File: config.mk
export PLATFORM = sky130hd
export DESIGN_NAME = givens_rotation_chain_wavefront_top
export DESIGN_NICKNAME = d
export VERILOG_FILES = /design/src/hdl/grcw_pkg.sv /design/src/hdl/grcw_ctrl.sv /design/src/hdl/grcw_datapath.sv /design/src/hdl/givens_rotation_chain_wavefront_top.sv
export VERILOG_INCLUDE_DIRS = /design/src /design/src/hdl
export SDC_FILE = /design/constraint.sdc
export NUM_CORES = 2
export LEC_CHECK = 0
export BUFFER_PORTS_ARGS = -buffer_cell sky130_fd_sc_hd__buf_2
export CAP_MARGIN = 30
export CORE_MARGIN = 3
export CORE_UTILIZATION = 65
export CTS_BUF_LIST = sky130_fd_sc_hd__clkbuf_4
export CTS_CLUSTER_SIZE = 30
export DETAILED_ROUTE_END_ITERATION = 16
export PLACE_DENSITY_LB_ADDON = 0.3
export SLEW_MARGIN = 30
export SYNTH_ARGS = -nofsm -noshare
export SYNTH_HDL_FRONTEND = slang
export SYNTH_SLANG_ARGS = --single-unit
File: constraint.sdc
create_clock -name i_clk -period 29.2 [get_ports i_clk]
set_input_delay 4.38 -clock i_clk [delete_from_list [all_inputs] [get_ports i_clk]]
set_output_delay 4.38 -clock i_clk [all_outputs]
set_load 0.1 [all_outputs]
File: src/hdl/assert_macros.svh
// Assertion macros shared by the block's modules
`ifndef ASSERT_MACROS_SVH
`define ASSERT_MACROS_SVH

// property must hold at every clock edge outside reset
`define ASSERT_CLK(lbl, clk, rstn, prop) \
    lbl: assert property (@(posedge clk) disable iff (!(rstn)) (prop)) \
        else $error("assertion failed");

// expression must never be true outside reset
`define ASSERT_NEVER(lbl, clk, rstn, expr) \
    lbl: assert property (@(posedge clk) disable iff (!(rstn)) !(expr)) \
        else $error("forbidden condition seen");

`endif

File: src/hdl/grcw_pkg.sv
// Shared types and codes for the Givens rotation wavefront block
package grcw_pkg;

    localparam int IN_TDATA_W  = 232;
    localparam int OUT_TDATA_W = 40;

    localparam logic [1:0] ACT_PRIME  = 2'd0;
    localparam logic [1:0] ACT_ROTATE = 2'd1;
    localparam logic [1:0] ACT_DRAIN  = 2'd2;

    localparam logic [1:0] ACC_HOLD     = 2'd0;
    localparam logic [1:0] ACC_LOAD_ADD = 2'd1;
    localparam logic [1:0] ACC_LOAD_SUB = 2'd2;
    localparam logic [1:0] ACC_ADD      = 2'd3;

    typedef struct packed {
        logic       capture;
        logic       mem_we;
        logic       wr_src_acc;
        logic [1:0] wr_idx;
        logic       mem_re;
        logic [1:0] rd_idx;
        logic [1:0] coef_sel;
        logic       mul_sin;
        logic       mul_t;
        logic [1:0] acc_op;
        logic       tn_load;
        logic       t_load;
        logic       out_load;
        logic       out_from_t;
        logic [1:0] out_pos;
        logic       out_last;
    } t_cmd;

    typedef struct packed {
        logic [1:0] action;
        logic       row_ok;
        logic [1:0] slot;
        logic       slot_ok;
        logic [1:0] eff_len;
        logic       out_free;
    } t_status;

endpackage

File: src/hdl/grcw_ctrl.sv
// Sequencer for prime, rotate and drain items
`include "assert_macros.svh"

module grcw_ctrl (
    input  logic              i_clk,
    input  logic              i_rst_n,
    input  logic              i_in_valid,
    output logic              o_in_ready,
    input  grcw_pkg::t_status i_sts,
    output grcw_pkg::t_cmd    o_cmd
);

    localparam logic [3:0] ST_IDLE    = 4'd0;
    localparam logic [3:0] ST_DISP    = 4'd1;
    localparam logic [3:0] ST_M0      = 4'd2;
    localparam logic [3:0] ST_M1      = 4'd3;
    localparam logic [3:0] ST_M2      = 4'd4;
    localparam logic [3:0] ST_M3      = 4'd5;
    localparam logic [3:0] ST_M4      = 4'd6;
    localparam logic [3:0] ST_WB      = 4'd7;
    localparam logic [3:0] ST_EMIT    = 4'd8;
    localparam logic [3:0] ST_DR_EMIT = 4'd9;

    logic [3:0] r_state, n_state;
    logic [1:0] r_j, n_j;
    logic [1:0] w_k;
    logic       w_accept;

    assign o_in_ready = (r_state == ST_IDLE);
    assign w_accept   = i_in_valid && o_in_ready;
    // rotation j works on slot len-1-j
    assign w_k        = i_sts.eff_len - 2'd1 - r_j;

    always_comb begin
        n_state = r_state;
        n_j     = r_j;
        o_cmd   = '0;
        o_cmd.coef_sel = r_j;
        case (r_state)
            ST_IDLE: begin
                if (w_accept) begin
                    o_cmd.capture = 1'b1;
                    n_state       = ST_DISP;
                end
            end
            ST_DISP: begin
                n_state = ST_IDLE;
                if (i_sts.row_ok) begin
                    case (i_sts.action)
                        grcw_pkg::ACT_PRIME: begin
                            o_cmd.mem_we = i_sts.slot_ok;
                            o_cmd.wr_idx = i_sts.slot;
                        end
                        grcw_pkg::ACT_ROTATE: begin
                            n_j          = 2'd0;
                            o_cmd.mem_re = 1'b1;
                            o_cmd.rd_idx = i_sts.eff_len - 2'd1;
                            n_state      = ST_M0;
                        end
                        grcw_pkg::ACT_DRAIN: begin
                            n_j          = 2'd0;
                            o_cmd.mem_re = 1'b1;
                            o_cmd.rd_idx = 2'd0;
                            n_state      = ST_DR_EMIT;
                        end
                        default: n_state = ST_IDLE;
                    endcase
                end
            end
            ST_M0: begin
                // c * h
                n_state = ST_M1;
            end
            ST_M1: begin
                // s * t, acc = rnd + c*h
                o_cmd.mul_sin = 1'b1;
                o_cmd.mul_t   = 1'b1;
                o_cmd.acc_op  = grcw_pkg::ACC_LOAD_ADD;
                n_state       = ST_M2;
            end
            ST_M2: begin
                // s * h, acc += s*t
                o_cmd.mul_sin = 1'b1;
                o_cmd.acc_op  = grcw_pkg::ACC_ADD;
                n_state       = ST_M3;
            end
            ST_M3: begin
                // c * t, keep new t, acc = rnd - s*h
                o_cmd.mul_t   = 1'b1;
                o_cmd.acc_op  = grcw_pkg::ACC_LOAD_SUB;
                o_cmd.tn_load = 1'b1;
                n_state       = ST_M4;
            end
            ST_M4: begin
                o_cmd.acc_op = grcw_pkg::ACC_ADD;
                n_state      = ST_WB;
            end
            ST_WB: begin
                o_cmd.mem_we     = 1'b1;
                o_cmd.wr_src_acc = 1'b1;
                o_cmd.wr_idx     = w_k;
                o_cmd.t_load     = 1'b1;
                if (r_j == i_sts.eff_len - 2'd1) begin
                    n_state = ST_EMIT;
                end else begin
                    // fetch next held slot while this one is written
                    n_j          = r_j + 2'd1;
                    o_cmd.mem_re = 1'b1;
                    o_cmd.rd_idx = w_k - 2'd1;
                    n_state      = ST_M0;
                end
            end
            ST_EMIT: begin
                if (i_sts.out_free) begin
                    o_cmd.out_load   = 1'b1;
                    o_cmd.out_from_t = 1'b1;
                    o_cmd.out_pos    = 2'd0;
                    o_cmd.out_last   = 1'b1;
                    n_state          = ST_IDLE;
                end
            end
            ST_DR_EMIT: begin
                if (i_sts.out_free) begin
                    o_cmd.out_load = 1'b1;
                    o_cmd.out_pos  = r_j;
                    o_cmd.out_last = (r_j == i_sts.eff_len - 2'd1);
                    if (r_j == i_sts.eff_len - 2'd1) begin
                        n_state = ST_IDLE;
                    end else begin
                        n_j          = r_j + 2'd1;
                        o_cmd.mem_re = 1'b1;
                        o_cmd.rd_idx = r_j + 2'd1;
                    end
                end
            end
            default: n_state = ST_IDLE;
        endcase
    end

    always_ff @(posedge i_clk) begin
        if (!i_rst_n) begin
            r_state <= ST_IDLE;
            r_j     <= 2'd0;
        end else begin
            r_state <= n_state;
            r_j     <= n_j;
        end
    end

    `ASSERT_CLK(a_one_item_at_a_time, i_clk, i_rst_n, w_accept |=> !o_in_ready)
    `ASSERT_CLK(a_index_in_chain, i_clk, i_rst_n,
        (r_state != ST_IDLE && r_state != ST_DISP) |-> (r_j < i_sts.eff_len))

endmodule

File: src/hdl/grcw_datapath.sv
// Window memory, shared multiply-accumulate unit and output register
`include "assert_macros.svh"

module grcw_datapath #(
    parameter int ROWS       = 12,
    parameter int MAX_CHAIN  = 3,
    parameter int DATA_WIDTH = 32
) (
    input  logic                               i_clk,
    input  logic                               i_rst_n,
    input  logic                               i_cfg_we,
    input  logic [1:0]                         i_cfg_wdata,
    input  logic [grcw_pkg::IN_TDATA_W-1:0]    i_tdata,
    input  logic [1:0]                         i_tuser,
    input  grcw_pkg::t_cmd                     i_cmd,
    output grcw_pkg::t_status                  o_sts,
    output logic                               o_tvalid,
    input  logic                               i_tready,
    output logic [grcw_pkg::OUT_TDATA_W-1:0]   o_tdata,
    output logic                               o_tlast
);

    localparam int SW    = (DATA_WIDTH > 32) ? 32 : DATA_WIDTH;
    localparam int DEPTH = ROWS * MAX_CHAIN;
    localparam int AW    = (DEPTH > 1) ? $clog2(DEPTH) : 1;
    localparam int FW    = 10;
    localparam logic signed [35:0] SAT_HI = (36'sd1 <<< (SW - 1)) - 36'sd1;
    localparam logic signed [35:0] SAT_LO = -SAT_HI - 36'sd1;
    localparam logic signed [65:0] RND    = 66'sd1 <<< 29;

    function automatic logic signed [SW-1:0] sat_data(input logic signed [35:0] v);
        logic signed [SW-1:0] r;
        if (v > SAT_HI)
            r = SAT_HI[SW-1:0];
        else if (v < SAT_LO)
            r = SAT_LO[SW-1:0];
        else
            r = v[SW-1:0];
        return r;
    endfunction

    logic [1:0]               r_cfg;
    logic [1:0]               r_action;
    logic [3:0]               r_row;
    logic [1:0]               r_slot;
    logic signed [31:0]       r_cos [3];
    logic signed [31:0]       r_sin [3];
    logic signed [SW-1:0]     r_t;
    logic signed [SW-1:0]     r_tn;
    logic signed [SW-1:0]     r_rdata;
    logic signed [SW-1:0]     r_mem [DEPTH];
    logic signed [63:0]       r_prod;
    logic signed [65:0]       r_acc;
    logic                     r_out_valid;
    logic [3:0]               r_out_row;
    logic [1:0]               r_out_pos;
    logic signed [31:0]       r_out_value;
    logic                     r_out_last;

    logic signed [31:0]       w_in_value;
    logic signed [31:0]       w_coef_c;
    logic signed [31:0]       w_coef_s;
    logic signed [31:0]       w_mul_a;
    logic signed [31:0]       w_mul_x;
    logic signed [SW-1:0]     w_acc_sat;
    logic signed [SW-1:0]     w_wr_data;
    logic [FW-1:0]            w_base;
    logic [FW-1:0]            w_wr_full;
    logic [FW-1:0]            w_rd_full;
    logic [AW-1:0]            w_wr_addr;
    logic [AW-1:0]            w_rd_addr;
    logic [1:0]               w_eff_len;
    logic                     w_out_free;

    assign w_in_value = $signed(i_tdata[37:6]);

    // chain length clamped into 1 .. MAX_CHAIN
    always_comb begin
        if (r_cfg == 2'd0)
            w_eff_len = 2'd1;
        else if (32'(r_cfg) > MAX_CHAIN)
            w_eff_len = 2'(MAX_CHAIN);
        else
            w_eff_len = r_cfg;
    end

    always_ff @(posedge i_clk) begin
        if (!i_rst_n) begin
            r_cfg <= 2'd3;
        end else if (i_cfg_we) begin
            r_cfg <= i_cfg_wdata;
        end
    end

    always_ff @(posedge i_clk) begin
        if (i_cmd.capture) begin
            r_action <= i_tuser;
            r_row    <= i_tdata[3:0];
            r_slot   <= i_tdata[5:4];
            r_cos[0] <= $signed(i_tdata[69:38]);
            r_sin[0] <= $signed(i_tdata[101:70]);
            r_cos[1] <= $signed(i_tdata[133:102]);
            r_sin[1] <= $signed(i_tdata[165:134]);
            r_cos[2] <= $signed(i_tdata[197:166]);
            r_sin[2] <= $signed(i_tdata[229:198]);
            r_t      <= sat_data(36'(w_in_value));
        end else if (i_cmd.t_load) begin
            r_t <= r_tn;
        end
        if (i_cmd.tn_load)
            r_tn <= w_acc_sat;
    end

    always_comb begin
        case (i_cmd.coef_sel)
            2'd0:    begin w_coef_c = r_cos[0]; w_coef_s = r_sin[0]; end
            2'd1:    begin w_coef_c = r_cos[1]; w_coef_s = r_sin[1]; end
            default: begin w_coef_c = r_cos[2]; w_coef_s = r_sin[2]; end
        endcase
    end

    assign w_mul_a   = i_cmd.mul_sin ? w_coef_s : w_coef_c;
    assign w_mul_x   = i_cmd.mul_t ? 32'(r_t) : 32'(r_rdata);
    assign w_acc_sat = sat_data($signed(r_acc[65:30]));

    always_ff @(posedge i_clk) begin
        r_prod <= w_mul_a * w_mul_x;
        case (i_cmd.acc_op)
            grcw_pkg::ACC_LOAD_ADD: r_acc <= RND + 66'(r_prod);
            grcw_pkg::ACC_LOAD_SUB: r_acc <= RND - 66'(r_prod);
            grcw_pkg::ACC_ADD:      r_acc <= r_acc + 66'(r_prod);
            default:                r_acc <= r_acc;
        endcase
    end

    assign w_base    = FW'(r_row) * FW'(MAX_CHAIN);
    assign w_wr_full = w_base + FW'(i_cmd.wr_idx);
    assign w_rd_full = w_base + FW'(i_cmd.rd_idx);
    assign w_wr_addr = w_wr_full[AW-1:0];
    assign w_rd_addr = w_rd_full[AW-1:0];
    assign w_wr_data = i_cmd.wr_src_acc ? w_acc_sat : r_t;

    always_ff @(posedge i_clk) begin
        if (i_cmd.mem_we)
            r_mem[w_wr_addr] <= w_wr_data;
        if (i_cmd.mem_re)
            r_rdata <= r_mem[w_rd_addr];
    end

    assign w_out_free = !r_out_valid || i_tready;

    always_ff @(posedge i_clk) begin
        if (!i_rst_n) begin
            r_out_valid <= 1'b0;
        end else if (i_cmd.out_load) begin
            r_out_valid <= 1'b1;
        end else if (i_tready) begin
            r_out_valid <= 1'b0;
        end
    end

    always_ff @(posedge i_clk) begin
        if (i_cmd.out_load) begin
            r_out_row   <= r_row;
            r_out_pos   <= i_cmd.out_pos;
            r_out_value <= i_cmd.out_from_t ? 32'(r_t) : 32'(r_rdata);
            r_out_last  <= i_cmd.out_last;
        end
    end

    assign o_tvalid = r_out_valid;
    assign o_tdata  = {2'b00, r_out_value, r_out_pos, r_out_row};
    assign o_tlast  = r_out_last;

    assign o_sts.action   = r_action;
    assign o_sts.row_ok   = (32'(r_row) < ROWS);
    assign o_sts.slot     = r_slot;
    assign o_sts.slot_ok  = (32'(r_slot) < MAX_CHAIN);
    assign o_sts.eff_len  = w_eff_len;
    assign o_sts.out_free = w_out_free;

    `ASSERT_CLK(a_no_result_overwrite, i_clk, i_rst_n, i_cmd.out_load |-> w_out_free)
    `ASSERT_CLK(a_rw_apart, i_clk, i_rst_n,
        (i_cmd.mem_we && i_cmd.mem_re) |-> (i_cmd.wr_idx != i_cmd.rd_idx))

endmodule

File: src/hdl/givens_rotation_chain_wavefront_top.sv
// Top level of the Givens rotation wavefront block
//
//  channel   direction  handshake                      payload
//  s_axis    in         s_axis_tvalid / s_axis_tready  tdata fields, tuser action
//  m_axis    out        m_axis_tvalid / m_axis_tready  tdata fields, tlast last
//  cfg       in         i_cfg_we                       i_cfg_wdata chain length
//
// One item at a time. With L the clamped chain length, a rotate item runs
// its L rotations in turn through the single shared 32x32 multiplier,
// doing four products per rotation, then emits the new t; drain emits the
// L held slots in order. Synchronous active-low reset; the window
// memory is not cleared. A stalled output holds one result in the output
// register and the sequencer waits before loading the next.
module givens_rotation_chain_wavefront_top #(
    parameter int ROWS       = 12,
    parameter int MAX_CHAIN  = 3,
    parameter int DATA_WIDTH = 32
) (
    input  logic                              i_clk,
    input  logic                              i_rst_n,
    input  logic                              i_cfg_we,
    input  logic [1:0]                        i_cfg_wdata,
    input  logic                              s_axis_tvalid,
    output logic                              s_axis_tready,
    // row, slot, value, cos_first, sin_first, cos_second, sin_second,
    // cos_third, sin_third, zero pad
    input  logic [grcw_pkg::IN_TDATA_W-1:0]   s_axis_tdata,
    // action
    input  logic [1:0]                        s_axis_tuser,
    output logic                              m_axis_tvalid,
    input  logic                              m_axis_tready,
    // out_row, out_position, out_value, zero pad
    output logic [grcw_pkg::OUT_TDATA_W-1:0]  m_axis_tdata,
    output logic                              m_axis_tlast
);

    grcw_pkg::t_cmd    w_cmd;
    grcw_pkg::t_status w_sts;

    grcw_ctrl u_ctrl (
        .i_clk      (i_clk),
        .i_rst_n    (i_rst_n),
        .i_in_valid (s_axis_tvalid),
        .o_in_ready (s_axis_tready),
        .i_sts      (w_sts),
        .o_cmd      (w_cmd)
    );

    grcw_datapath #(
        .ROWS       (ROWS),
        .MAX_CHAIN  (MAX_CHAIN),
        .DATA_WIDTH (DATA_WIDTH)
    ) u_datapath (
        .i_clk       (i_clk),
        .i_rst_n     (i_rst_n),
        .i_cfg_we    (i_cfg_we),
        .i_cfg_wdata (i_cfg_wdata),
        .i_tdata     (s_axis_tdata),
        .i_tuser     (s_axis_tuser),
        .i_cmd       (w_cmd),
        .o_sts       (w_sts),
        .o_tvalid    (m_axis_tvalid),
        .i_tready    (m_axis_tready),
        .o_tdata     (m_axis_tdata),
        .o_tlast     (m_axis_tlast)
    );

endmodule
==> metrics.txt <==
Starting DRT DRC Count 8,262; initial antenna violation count 21; Slew headroom 27.51%; Clock transition at path regs ~0.060 ns; Post-synth EDFFs 1,553; Num CTS Buffers 408; synthesized cell area about 100,000 µm²; pins over their slew limit 0; Core Footprint roughly 160,000 µm²; CTS tree built; Die H 405.3 µm; Setup Total Neg Slack 0 ns; clock root buffer clkbuf_4; FFs w/ async S/R, synth 0%; YS warnings 0; register area share after synthesis between 40% and 50%; hpwl dp 212,500 µm; first-pass GRT wire length 462,600 µm; layout cell share with drive strength beyond 1 between 10% and 20%; Port Buffer Count roughly 280; Die X 405.3 µm; Setup Fix Bufs, Post-CTS 0; synth top area cells edfxtp_1 (45%), fa_1 (21%), mux4_2 (6.3%), inv_1 (3.7%), ha_1 (3.2%); DRC Markers 0; Routed WL 311,800 µm; CTS Hold Bufs 0; post-synth top area cell edfxtp_1; final worst path period share 44.04%; worst hold path class register to register; # IOs 284; drt wl/cell 28.90 µm; startpoint types register; number of fillers in the final layout 10,310; total track usage between 30% and 40%; Worst path slowest cell dfxtp_1; DR pass1 iterations 6; maximum number of pins on one net before global-route repair between 100 and 150; final setup fails 0; CTS Sinks approximately 1,600; synth unique cells 82; CP Capture Type register; Nets 10,020; Worst path max stage delay roughly 0.90 ns; Clock Path Buffers 4; fmax 77.77 MHz; data arrival time of the worst path 14.01 ns; worst path required time 30.35 ns; RSZ-0062 raised after global routing no; PostCTS Resize Cnt 0; vias in the first global route 73,230; H-tree levels 5; Hold Vio Cnt, Final 0; most frequent CP cell fa_1; Via density 6.505; skew final roughly 0.24 ns; Mapped Cells 7,992; ys flop type edfxtp_1; Final GP Congestion approximately 1.0; status finished clean; Area Overhead vs Synth 9.086%; DR vias 70,170; Worst path top cell family by delay adder cells; Initial Utilization around 66%; Routed Antenna Nets 0; synthesis-stage register bit count 1,626; crit path kind register to register; mean post-synth cell area 12.96 µm²; Worst Tran Pin Value 1.080 ns; Rows 145; GRT overflow 0; post-route minimum period between 10 and 15 ns; crit path max fanout 66; # Max-Cap Violations 0; Final Core Density 71.86%; top-area cell type share of the netlist area a little under half; die area 164,200 µm²; CP bufs+invs 6; Worst-Skew Late Latency 1.48 ns
per-layer routing:
layer / GRT usage, % / share of wire, % / up-vias
met3: 11.08 / 12 / 1170
met1: 48.95 / 34 / 35290
met5: 0 / 0.013 / -
met2: 60.47 / 47 / 4888
met4: 23.56 / 7.0 / 6
li1: - / - / 28820
through the flow:
step	hold WS, ns	instance area (µm²)	std cells	worst slack [ns]
after CTS	0.4830	112900	10770	16.62
after floorplan	0.4778	103600	7993	18.11
after detailed placement	0.5063	108000	10070	16.62
after global placement	0.4931	107800	10060	16.84
final	0.4858	113000	10790	16.34
after global routing	0.4762	113000	10780	15.97
path summary, 6_finish.rpt:
kind                                   from                            end  slack [ns]  cells after the start
max          u_ctrl.r_state[1]$_SDFFE_PN0P_  u_datapath.r_prod[63]$_DFF_P_       16.34                     30
min           u_datapath.r_tn[17]$_DFFE_PP_   u_datapath.r_t[17]$_DFFE_PP_        0.49                      1
max reg2reg  u_ctrl.r_state[1]$_SDFFE_PN0P_  u_datapath.r_prod[63]$_DFF_P_       16.34                     30
min reg2reg   u_datapath.r_tn[17]$_DFFE_PP_   u_datapath.r_t[17]$_DFFE_PP_        0.49                      1
layout make-up:
type | count | area, µm² | area share, %
Antenna cell | 18 | 45.04 | 0.03985
Clock buffer | 594 | 4459 | 3.945
Clock inverter | 107 | 530.5 | 0.4694
Inverter | 1019 | 3832 | 3.391
Multi-Input combinational cell | 4934 | 50810 | 44.95
Sequential cell | 1626 | 48100 | 42.55
Tap cell | 2058 | 2575 | 2.278
Timing Repair Buffer | 432 | 2678 | 2.369
state kept, by name, summed over array words and instances, names as in the netlist, 4 cells and up:
name	cells
u_ctrl.r_state	4
u_datapath.r_acc	66
u_datapath.r_cos	96
u_datapath.r_mem	1152
u_datapath.r_out_row	4
u_datapath.r_out_value	32
u_datapath.r_prod	64
u_datapath.r_rdata	32
u_datapath.r_row	4
u_datapath.r_sin	96
u_datapath.r_t	32
u_datapath.r_tn	32
synthesized netlist by cell type, types with 39 or more instances:
cell and count:
edfxtp_1 1553, fa_1 1086, inv_1 1019, nand2_1 824, nor2_1 689, clkbuf_1 340
mux4_2 288, ha_1 267, a21oi_1 225, o21ai_0 186, mux2_2 124, xnor2_1 92
a211oi_1 84, and2_1 83, a21o_1 74, dfxtp_1 73, a31oi_1 67, buf_1 67
xor2_1 66, mux2i_1 60, a22oi_1 52, nand3_1 51, nor3_1 50, o21a_1 43
and3_1 42, o221ai_1 39
cells in the final DEF, fill, tap and decap left out, types with 185 or more instances in the layout:
cell type,n
o21ai_0,185
edfxtp_1,1553
mux4_2,288
buf_2,279
nand2_1,820
ha_1,264
nor2_1,649
clkbuf_4,594
inv_1,1017
fa_1,1085
a21oi_1,224
logic make-up (layout without fill, tap and decap cells):
group,Yosys count,count (layout),share of synthesized area [%]
other,1,20,0.003619
xor gates and xnor gates,158,158,1.336
adders and majority gates,1353,1353,24.21
and+or+nand+nor,1913,1913,7.876
muxes,473,473,8.198
buffers and inverters,1433,2152,5.207
DFF,1626,1626,46.42
AOI/OAI and AO/OA,1035,1035,6.753
Power is not shown: default switching activity piles up to over one toggle a cycle in this logic, so the estimate is an artifact.
